==> src/rtl/core/ip6opt_pkg.sv <==
// Shared types and codes for the IPv6 options header checker.
// No dependencies; compiled before every other file of the block.
`default_nettype none

package ip6opt_pkg;

    // Walk phase of the outer option parser
    typedef enum logic [2:0] {
        PH_NH   = 3'd0,
        PH_LEN  = 3'd1,
        PH_TYPE = 3'd2,
        PH_OLEN = 3'd3,
        PH_VAL  = 3'd4,
        PH_SUB  = 3'd5,
        PH_WAIT = 3'd6
    } t_phase;

    // Sub-option phase inside a Home Address option
    localparam logic [1:0] SUB_TYPE = 2'd0;
    localparam logic [1:0] SUB_LEN  = 2'd1;
    localparam logic [1:0] SUB_VAL  = 2'd2;

    // Byte roles
    localparam logic [3:0] ROLE_NEXT_HDR = 4'd0;
    localparam logic [3:0] ROLE_HDR_LEN  = 4'd1;
    localparam logic [3:0] ROLE_OPT_TYPE = 4'd2;
    localparam logic [3:0] ROLE_OPT_LEN  = 4'd3;
    localparam logic [3:0] ROLE_OPT_VAL  = 4'd4;
    localparam logic [3:0] ROLE_SUB_TYPE = 4'd5;
    localparam logic [3:0] ROLE_SUB_LEN  = 4'd6;
    localparam logic [3:0] ROLE_SUB_VAL  = 4'd7;
    localparam logic [3:0] ROLE_IGNORED  = 4'd8;

    // Status codes
    localparam logic [1:0] ST_OK      = 2'd0;
    localparam logic [1:0] ST_TRUNC   = 2'd1;
    localparam logic [1:0] ST_BAD_LEN = 2'd2;

    // Jumbo check codes
    localparam logic [2:0] JC_NONE     = 3'd0;
    localparam logic [2:0] JC_VALID    = 3'd1;
    localparam logic [2:0] JC_REPEATED = 3'd2;
    localparam logic [2:0] JC_NOT_HBH  = 3'd3;
    localparam logic [2:0] JC_PAYLOAD  = 3'd4;
    localparam logic [2:0] JC_SMALL    = 3'd5;

    // Option type codes and length rules
    localparam logic [7:0]  OPT_PAD1      = 8'd0;
    localparam logic [7:0]  OPT_RTALERT   = 8'd5;
    localparam logic [7:0]  OPT_JUMBO     = 8'd194;
    localparam logic [7:0]  OPT_HOMEADDR  = 8'd201;
    localparam logic [7:0]  RTALERT_LEN   = 8'd2;
    localparam logic [7:0]  JUMBO_LEN     = 8'd4;
    localparam logic [7:0]  HOMEADDR_LEN  = 8'd16;
    localparam logic [31:0] JUMBO_MIN     = 32'd65536;

    typedef struct packed {
        logic [7:0] data_byte;
        logic       header_start;
        logic       capture_end;
        logic       header_kind;
        logic       ipv6_payload_is_zero;
    } t_item;

    typedef struct packed {
        logic [3:0]  byte_role;
        logic [7:0]  current_option;
        logic [1:0]  status;
        logic        header_done;
        logic [2:0]  jumbo_check;
        logic        jumbo_valid;
        logic [31:0] jumbo_length;
    } t_result;

    typedef struct packed {
        logic [11:0] header_offset;
        logic [11:0] header_total;
        t_phase      phase;
        logic [7:0]  opt_type;
        logic [8:0]  opt_left;
        logic [8:0]  sub_left;
        logic [1:0]  sub_phase;
        logic [8:0]  sub_bytes_left;
        logic [31:0] jumbo_gather;
        logic        jumbo_seen;
    } t_state;

endpackage

`default_nettype wire

==> src/rtl/core/ip6opt_step.sv <==
// Per-byte parse step: next parser state and result for one header byte.
// Depends on ip6opt_pkg.
`default_nettype none

module ip6opt_step (
    input  wire ip6opt_pkg::t_state  i_state,
    input  wire ip6opt_pkg::t_item   i_item,
    output ip6opt_pkg::t_state       o_state,
    output ip6opt_pkg::t_result      o_result
);
    import ip6opt_pkg::*;

    logic [7:0]  b;
    logic        start;
    logic        walking;
    logic [11:0] rem;
    logic [12:0] orem;
    logic [12:0] olen;
    logic        fin;
    logic [1:0]  walk_err;
    logic [1:0]  err;
    logic [8:0]  opt_left_dec;
    logic [8:0]  sub_left_dec;
    logic [8:0]  sub_bytes_dec;
    logic [31:0] gather_n;
    logic        jumbo_fire;
    logic [2:0]  jumbo_code;

    assign b       = i_item.data_byte;
    assign start   = i_item.header_start || (i_state.phase == PH_NH);
    assign walking = (i_state.phase == PH_TYPE) || (i_state.phase == PH_OLEN) ||
                     (i_state.phase == PH_VAL)  || (i_state.phase == PH_SUB);

    // Shared walk flags
    always_comb begin
        rem  = (i_state.header_total > i_state.header_offset) ?
               i_state.header_total - i_state.header_offset : 12'd0;
        orem = {1'b0, rem} + 13'd1;
        olen = {5'd0, b} + 13'd2;
        fin  = ({1'b0, i_state.header_offset} + 13'd1) >= {1'b0, i_state.header_total};

        opt_left_dec  = (i_state.opt_left != 9'd0) ? i_state.opt_left - 9'd1
                                                   : i_state.opt_left;
        sub_left_dec  = (i_state.sub_left != 9'd0) ? i_state.sub_left - 9'd1
                                                   : i_state.sub_left;
        sub_bytes_dec = (i_state.sub_bytes_left != 9'd0) ? i_state.sub_bytes_left - 9'd1
                                                         : i_state.sub_bytes_left;
        gather_n      = {i_state.jumbo_gather[23:0], b};

        walk_err = ST_OK;
        case (i_state.phase)
            PH_TYPE: begin
                if (b != OPT_PAD1 && rem < 12'd2) walk_err = ST_TRUNC;
            end
            PH_OLEN: begin
                if (olen > orem) begin
                    walk_err = ST_TRUNC;
                end else if (i_state.opt_type == OPT_RTALERT) begin
                    if (orem < 13'd4)         walk_err = ST_TRUNC;
                    else if (b != RTALERT_LEN) walk_err = ST_BAD_LEN;
                end else if (i_state.opt_type == OPT_JUMBO) begin
                    if (orem < 13'd6)       walk_err = ST_TRUNC;
                    else if (b != JUMBO_LEN) walk_err = ST_BAD_LEN;
                end else if (i_state.opt_type == OPT_HOMEADDR) begin
                    if (orem < 13'd18)         walk_err = ST_TRUNC;
                    else if (b < HOMEADDR_LEN) walk_err = ST_BAD_LEN;
                end
            end
            PH_SUB: begin
                if (i_state.sub_phase == SUB_TYPE) begin
                    if (b != OPT_PAD1 && i_state.sub_left < 9'd2) walk_err = ST_TRUNC;
                end else if (i_state.sub_phase == SUB_LEN) begin
                    if (({2'd0, b} + 10'd2) > ({1'b0, i_state.sub_left} + 10'd1))
                        walk_err = ST_TRUNC;
                end
            end
            default: walk_err = ST_OK;
        endcase

        // Early capture end outranks a length fault on the same byte
        err = (i_item.capture_end && !fin) ? ST_TRUNC : walk_err;

        jumbo_fire = (i_state.phase == PH_VAL) && (opt_left_dec == 9'd0) &&
                     (i_state.opt_type == OPT_JUMBO);
        if (i_state.jumbo_seen)               jumbo_code = JC_REPEATED;
        else if (i_item.header_kind)          jumbo_code = JC_NOT_HBH;
        else if (!i_item.ipv6_payload_is_zero) jumbo_code = JC_PAYLOAD;
        else if (gather_n < JUMBO_MIN)        jumbo_code = JC_SMALL;
        else                                  jumbo_code = JC_VALID;
    end

    // Next state
    always_comb begin
        o_state = i_state;
        if (start) begin
            o_state.jumbo_seen    = 1'b0;
            o_state.header_offset = 12'd1;
            o_state.phase         = i_item.capture_end ? PH_WAIT : PH_LEN;
        end else if (i_state.phase == PH_LEN) begin
            o_state.header_total  = {({1'b0, b} + 9'd1), 3'b000};
            o_state.header_offset = 12'd2;
            o_state.phase         = i_item.capture_end ? PH_WAIT : PH_TYPE;
        end else if (walking) begin
            case (i_state.phase)
                PH_TYPE: begin
                    o_state.opt_type = b;
                    if (b != OPT_PAD1 && walk_err == ST_OK) o_state.phase = PH_OLEN;
                end
                PH_OLEN: begin
                    if (walk_err == ST_OK) begin
                        o_state.jumbo_gather = 32'd0;
                        if (b == 8'd0) begin
                            o_state.phase = PH_TYPE;
                        end else if (i_state.opt_type == OPT_HOMEADDR) begin
                            o_state.opt_left  = {1'b0, HOMEADDR_LEN};
                            o_state.sub_left  = {1'b0, b} - {1'b0, HOMEADDR_LEN};
                            o_state.sub_phase = SUB_TYPE;
                            o_state.phase     = PH_VAL;
                        end else begin
                            o_state.opt_left = {1'b0, b};
                            o_state.phase    = PH_VAL;
                        end
                    end
                end
                PH_VAL: begin
                    o_state.jumbo_gather = gather_n;
                    o_state.opt_left     = opt_left_dec;
                    if (opt_left_dec == 9'd0) begin
                        o_state.phase = PH_TYPE;
                        if (i_state.opt_type == OPT_JUMBO) begin
                            o_state.jumbo_seen = 1'b1;
                        end else if (i_state.opt_type == OPT_HOMEADDR &&
                                     i_state.sub_left != 9'd0) begin
                            o_state.phase     = PH_SUB;
                            o_state.sub_phase = SUB_TYPE;
                        end
                    end
                end
                PH_SUB: begin
                    if (i_state.sub_phase == SUB_TYPE) begin
                        if (b != OPT_PAD1 && walk_err == ST_OK) o_state.sub_phase = SUB_LEN;
                    end else if (i_state.sub_phase == SUB_LEN) begin
                        if (walk_err == ST_OK) begin
                            o_state.sub_bytes_left = {1'b0, b};
                            o_state.sub_phase      = (b == 8'd0) ? SUB_TYPE : SUB_VAL;
                        end
                    end else begin
                        o_state.sub_bytes_left = sub_bytes_dec;
                        if (sub_bytes_dec == 9'd0) o_state.sub_phase = SUB_TYPE;
                    end
                    o_state.sub_left = sub_left_dec;
                    if (walk_err == ST_OK && sub_left_dec == 9'd0) begin
                        o_state.phase     = PH_TYPE;
                        o_state.sub_phase = SUB_TYPE;
                    end
                end
                default: o_state.phase = PH_WAIT;
            endcase
            o_state.header_offset = i_state.header_offset + 12'd1;
            if (err != ST_OK || fin) o_state.phase = PH_WAIT;
        end else begin
            o_state.phase = PH_WAIT;
        end
    end

    // Result
    always_comb begin
        o_result              = '0;
        o_result.byte_role    = ROLE_IGNORED;
        if (start) begin
            o_result.byte_role = ROLE_NEXT_HDR;
            if (i_item.capture_end) begin
                o_result.status      = ST_TRUNC;
                o_result.header_done = 1'b1;
            end
        end else if (i_state.phase == PH_LEN) begin
            o_result.byte_role = ROLE_HDR_LEN;
            if (i_item.capture_end) begin
                o_result.status      = ST_TRUNC;
                o_result.header_done = 1'b1;
            end
        end else if (walking) begin
            o_result.current_option = i_state.opt_type;
            case (i_state.phase)
                PH_TYPE: begin
                    o_result.byte_role      = ROLE_OPT_TYPE;
                    o_result.current_option = b;
                end
                PH_OLEN: o_result.byte_role = ROLE_OPT_LEN;
                PH_VAL:  o_result.byte_role = ROLE_OPT_VAL;
                PH_SUB: begin
                    if (i_state.sub_phase == SUB_TYPE)     o_result.byte_role = ROLE_SUB_TYPE;
                    else if (i_state.sub_phase == SUB_LEN) o_result.byte_role = ROLE_SUB_LEN;
                    else                                   o_result.byte_role = ROLE_SUB_VAL;
                end
                default: o_result.byte_role = ROLE_IGNORED;
            endcase
            if (err != ST_OK) begin
                o_result.status      = err;
                o_result.header_done = 1'b1;
            end else begin
                o_result.header_done = fin;
                if (jumbo_fire) begin
                    o_result.jumbo_check  = jumbo_code;
                    o_result.jumbo_valid  = (jumbo_code == JC_VALID);
                    o_result.jumbo_length = gather_n;
                end
            end
        end
    end

endmodule

`default_nettype wire

==> config.mk <==
export PLATFORM = sky130hd
export DESIGN_NAME = ip6opt_step
export DESIGN_NICKNAME = d
export VERILOG_FILES = /design/src/rtl/core/ip6opt_pkg.sv /design/src/rtl/core/ip6opt_step.sv
export SDC_FILE = /design/constraint.sdc
export NUM_CORES = 1
export LEC_CHECK = 0
export ABC_CLOCK_PERIOD_IN_PS = 24100
export BUFFER_PORTS_ARGS = -buffer_cell sky130_fd_sc_hd__buf_2
export CAP_MARGIN = 20
export CORE_AREA = 2 2 106 108
export DETAILED_ROUTE_END_ITERATION = 6
export DIE_AREA = 0 0 108 110
export GPL_ROUTABILITY_DRIVEN = 0
export PLACE_DENSITY = 0.88
export SETUP_SLACK_MARGIN = 0.2
export SYNTH_ARGS = -nofsm -noshare
export SYNTH_HDL_FRONTEND = slang
export SYNTH_SLANG_ARGS = --single-unit
==> constraint.sdc <==
create_clock -name vclk -period 24.1
set_clock_uncertainty 0.05 [all_clocks]
set_input_delay 4.82 -clock vclk [all_inputs]
set_output_delay 4.82 -clock vclk [all_outputs]
set_load 0.005 [all_outputs]
======== After elaboration in Yosys (flattened, before gate mapping) ========
Cells that the tools add are included.
W data, S select, Z words.
operators by class
  reductions and logical operators ........ 26
  $add $sub $neg .......................... 12
  equal/unequal tests ..................... 12
  order comparisons ....................... 11
  multiplexer cells ....................... 90
operators by type and width
  cell                     number
  $mux W36                 4
  $mux W70                 2
  $mux W12                 6
  $mux W69                 1
  $pmux W32 S2             1
  $mux W3                  19
  $mux W51                 1
  $mux W2                  23
  $mux W9                  5
  $mux W20                 2
  $pmux W9 S2              2
  $mux W11                 3
  $lt A32 B17 Y1 const B   1
  $mux W32                 1
  $mux W8                  4
  $logic_not A9 Y1         3
  $reduce_bool A9 Y1       3
  $sub A9 B1 Y9 const B    3
  $add A12 B1 Y13 const B  2
  $lt A13 B3 Y1 const B    2
  $add A8 B2 Y9 const B    2
  $eq A8 B8 Y1 const B     2
  $pmux W4 S4              1
  $ge A13 B12 Y1           1
  other kinds (31)         57
storage, ports and cells
  bits in registers ....................... 0
  bits of input ports ..................... 109
  logic and storage cells ................. 151
  output and inout port bits .............. 148

======== Depth between registers and ports, before layout ========
  word-level depth ........................ 19
  depth in mapped cells ................... 30

======== Worst setup path after synthesis ========
No wires, ideal clock.
  path kind ............................... input-to-output
  from .................................... in i_state[73] in the netlist's numbering
  to ...................................... out o_state[58] in the netlist's numbering
  stages on the path ...................... 30
  data arrival time ....................... 9,934 ps
  slack ................................... 9,296 ps
  cell sequence ........................... inv_1 > ha_1 > fa_1 > nand2b_1 > buf_2 > a21o_1 > o31a_1 > nand2_1 > nand2_1 > nor2_1 > ha_1 > clkbuf_1 > o2111ai_1 > a21oi_1 > nand4_1 > xnor2_1 > nand2_1 > ha_1 > o21ai_0 > a21oi_1 > o21a_1 > o22ai_1 > o21ai_0 > nor3_1 > o32a_2 > a32oi_4 > buf_4 > o31ai_1 > a21oi_1 > a311o_1
RTL lines
  item                line              text
  start: declaration  ip6opt_step.sv:6  input wire ip6opt_pkg::t_state i_state,
  end: declaration    ip6opt_step.sv:8  output ip6opt_pkg::t_state o_state,

==> run_summary.xml <==
<?xml version="1.0" encoding="UTF-8"?>
<metrics>
  <group name="place">
    <metric name="dp.cells" unit="">1232</metric>
    <metric name="hpwlAfterDp" unit="µm">19300</metric>
    <metric name="quantity_of_i_o_buffers_inserted_on_ports" unit="">257</metric>
  </group>
  <group name="global_routing">
    <metric name="number_of_antenna_violations_at_the_first_check_in_global_routing" unit="">1</metric>
    <metric name="maximum_number_of_pins_on_one_net_before_global_route_repair" unit="">38</metric>
    <metric name="via_count_of_the_first_global_routing_pass" unit="">7170</metric>
    <metric name="grt_first_pass_wirelength" unit="µm">36300</metric>
    <metric name="globalRoute.totalOverflow" unit="">0</metric>
    <metric name="total_global_route_track_usage" unit="%">38.0</metric>
  </group>
  <group name="cells_and_area">
    <metric name="area_overhead_vs_synth" unit="%">23.4</metric>
    <metric name="post_route_cells_drive_above_1_share" unit="%">26.3</metric>
    <metric name="clkbuf_count" unit="">0</metric>
    <metric name="seq_cells" unit="">0</metric>
    <metric name="layout.cells.non_filler" unit="">1235</metric>
    <metric name="final_util" unit="%">64.9</metric>
    <metric name="nNetsFinal" unit="">1259</metric>
    <metric name="seq_area" unit="µm²">0</metric>
    <metric name="fillCellCount" unit="">972</metric>
  </group>
  <group name="yosys">
    <metric name="netlist.area_leader.share" unit="%">11.8</metric>
    <metric name="synth_simple_gate_area_share" unit="%">35.1</metric>
    <metric name="synth.cell_area" unit="µm²">5630</metric>
    <metric name="synth.lib_cells_used.distinct" unit="">84</metric>
    <metric name="yosysTopAreaCell" unit="">ha_1</metric>
    <metric name="synth-warning-count" unit="">0</metric>
    <metric name="synth_top_family_by_area" unit="">simple AND/OR/NAND/NOR gates</metric>
    <metric name="syn_avg_cell_area" unit="µm²">6.36</metric>
    <metric name="part_of_the_yosys_area_used_for_sequential_elements" unit="%">0</metric>
    <metric name="synth-compound-area-share" unit="%">33.7</metric>
    <metric name="synthAdderAreaFrac" unit="%">12.3</metric>
    <metric name="syn-instance-count" unit="">885</metric>
    <metric name="synth.area.top_cells" unit="">ha_1 12%, nand2_1 7.0%, a22o_1 5.3%</metric>
    <metric name="synthesis.nets" unit="">1048</metric>
    <metric name="muxShareOfSynthArea" unit="%">4.64</metric>
    <metric name="post_synth_xor_area_fraction" unit="%">7.29</metric>
  </group>
  <group name="routing">
    <metric name="firstDrtPassIters" unit="">7</metric>
    <metric name="detail_route.iter0.violations" unit="">876</metric>
    <metric name="via_per_inst" unit="">6.58</metric>
    <metric name="drcViolationCount" unit="">0</metric>
    <metric name="routed-via-count" unit="">8131</metric>
    <metric name="average_routed_wire_per_standard_cell" unit="µm">19.6</metric>
    <metric name="detail_route.wirelength" unit="µm">24200</metric>
    <metric name="drt.antenna.violating_nets" unit="">0</metric>
  </group>
  <group name="clock_tree">
    <metric name="cts.hold.buffers_added" unit="">0</metric>
    <metric name="postCtsSetupRepairBufs" unit="">0</metric>
    <metric name="quantity_of_gates_resized_following_cts" unit="">0</metric>
  </group>
  <group name="critical_path">
    <metric name="path_class" unit="">primary input to output port</metric>
    <metric name="critical_path.max_stage_delay" unit="ns">0.55</metric>
    <metric name="critical_path.slowest_cell" unit="">a32oi_4</metric>
    <metric name="cp_max_fo" unit="">12</metric>
    <metric name="cp-start-kind" unit="">primary input</metric>
    <metric name="worstSetupEndpointType" unit="">output port</metric>
    <metric name="worst_ep_arrival_time" unit="ns">11.10</metric>
    <metric name="worst-endpoint-required" unit="ns">19.23</metric>
  </group>
  <group name="outcome">
    <metric name="run_status" unit="">finished clean</metric>
  </group>
  <group name="power_and_ir_drop">
    <metric name="peakVddDrop" unit="V">0.0000108</metric>
    <metric name="power_density_cells" unit="nW/µm²">20.8</metric>
    <metric name="power.leakage" unit="nW">3.43</metric>
  </group>
  <group name="sta">
    <metric name="post-route-period-util" unit="%">66.3</metric>
    <metric name="worst_slew_pin_slew" unit="ns">1.02</metric>
    <metric name="max_slew_violation_count" unit="">0</metric>
    <metric name="finalSetupViolCount" unit="">0</metric>
    <metric name="timing.final.crit_period" unit="ns">15.97</metric>
    <metric name="rsz0062_at_grt" unit="">false</metric>
    <metric name="fin_setup_tns" unit="ns">0</metric>
    <metric name="finalHoldViolCount" unit="">0</metric>
    <metric name="fmax" unit="MHz">62.6</metric>
    <metric name="timing.slew.headroom" unit="%">31.6</metric>
  </group>
  <group name="hold_path">
    <metric name="min_delay_worst_endpoint" unit="">o_state[25]</metric>
    <metric name="worst_hold_startpoint" unit="">i_state[25]</metric>
    <metric name="min-delay-path-class" unit="">primary input to output port</metric>
    <metric name="hold_path_depth" unit="">3</metric>
  </group>
  <group name="die">
    <metric name="die_area" unit="µm²">11900</metric>
    <metric name="row_count" unit="">38</metric>
    <metric name="design.portCount" unit="">257</metric>
    <metric name="core_area" unit="µm²">10700</metric>
    <metric name="die_height" unit="µm">110</metric>
    <metric name="floorplan.die.width" unit="µm">108</metric>
    <metric name="initial_cell_density_of_the_core" unit="%">52.6</metric>
  </group>
  <group name="run">
    <metric name="cap_violations" unit="">0</metric>
  </group>
</metrics>
-- critical path, delay by kind of cell --
family	cells	cell delay (ns)
XOR/XNOR	1	0.26
AND/OR/NAND/NOR	9	1.55
adder cells (fa/ha/maj)	4	1.29
buffers and inverters	3	0.33
AO/OA/AOI/OAI	12	2.87
-- cell usage after synthesis (16+ instances only) --
cell,instances
nand2_1,105
nor2_1,69
a21oi_1,58
ha_1,53
inv_1,47
and2_1,44
clkbuf_1,43
o21ai_0,40
a22o_1,34
nor3_1,31
xnor2_1,30
nand3_1,26
nor2b_1,20
mux2i_1,16
-- layer usage --
| layer | up-vias | part of all wire [%] | GRT usage (%) |
|---|---|---|---|
| li1 | 3692 | - | - |
| met1 | 3693 | 36 | 47.4 |
| met2 | 625 | 46 | 65.3 |
| met3 | 121 | 12 | 5.17 |
| met4 | 0 | 5.9 | 16.8 |
| met5 | - | 0 | 0 |
-- cells in the final DEF, fill, tap and decap left out, types with 9 or more instances in the layout --
| cell type | count |
|---|---|
| a21oi_1 | 57 |
| a22o_1 | 34 |
| a31oi_1 | 14 |
| and2_1 | 44 |
| and3_1 | 15 |
| buf_2 | 257 |
| ha_1 | 53 |
| inv_1 | 47 |
| mux2_2 | 9 |
| mux2i_1 | 16 |
| nand2_1 | 105 |
| nand2b_1 | 15 |
| nand3_1 | 26 |
| nand4_1 | 14 |
| nor2_1 | 69 |
| nor2b_1 | 20 |
| nor3_1 | 29 |
| nor4_1 | 14 |
| o211ai_1 | 9 |
| o21a_1 | 15 |
| o21ai_0 | 40 |
| o21ai_1 | 11 |
| o31ai_1 | 10 |
| xnor2_1 | 30 |
| xor2_1 | 15 |
-- cell type report --
type                       instances  area [µm²]  area share [%]
timing repair buffer             261        1330            19.1
tap                              140         175            2.52
inverter                          49         184            2.65
antenna                            1        2.50          0.0360
multi-input combinational        784        5260            75.6
-- how the worst max path moves through the flow --
stage,end,from,slack [ns],cells after the start
3_3_place_gp,o_state[51],i_state[73],8.60,29
4_1_cts,o_state[49],i_state[73],8.36,29
5_1_grt,o_state[51],i_state[73],7.63,29
2_1_floorplan,o_state[58],i_state[73],9.30,30
3_5_place_dp,o_state[49],i_state[73],8.38,29
6_report,o_state[49],i_state[73],8.13,29
-- metrics by stage --
step	hold WS [ns]	power (mW)	cell area (µm²)	setup slack [ns]
after floorplan	9.62	0.0904	5630	9.30
after global placement	9.87	0.137	6920	8.60
after detailed placement	9.88	0.139	6920	8.38
after CTS	9.88	0.140	6920	8.36
after global routing	9.90	0.157	6950	7.63
final	9.87	0.145	6950	8.13
-- logic make-up after synthesis --
| family | count (synthesis) |
|---|---|
| compound gates | 271 |
| mux | 25 |
| xor+xnor | 46 |
| fa+ha+maj | 55 |
| buf+inv | 101 |
| simple gates | 387 |
-- where the power goes --
group | leakage, nW | total (mW) | switching [mW] | internal (mW)
clock network | 0.00000634 | 0.00000000556 | 0 | 0.00000000555
registers | 0 | 0 | 0 | 0
logic | 3.43 | 0.145 | 0.0868 | 0.0578
(Power assumes the default switching activity.)
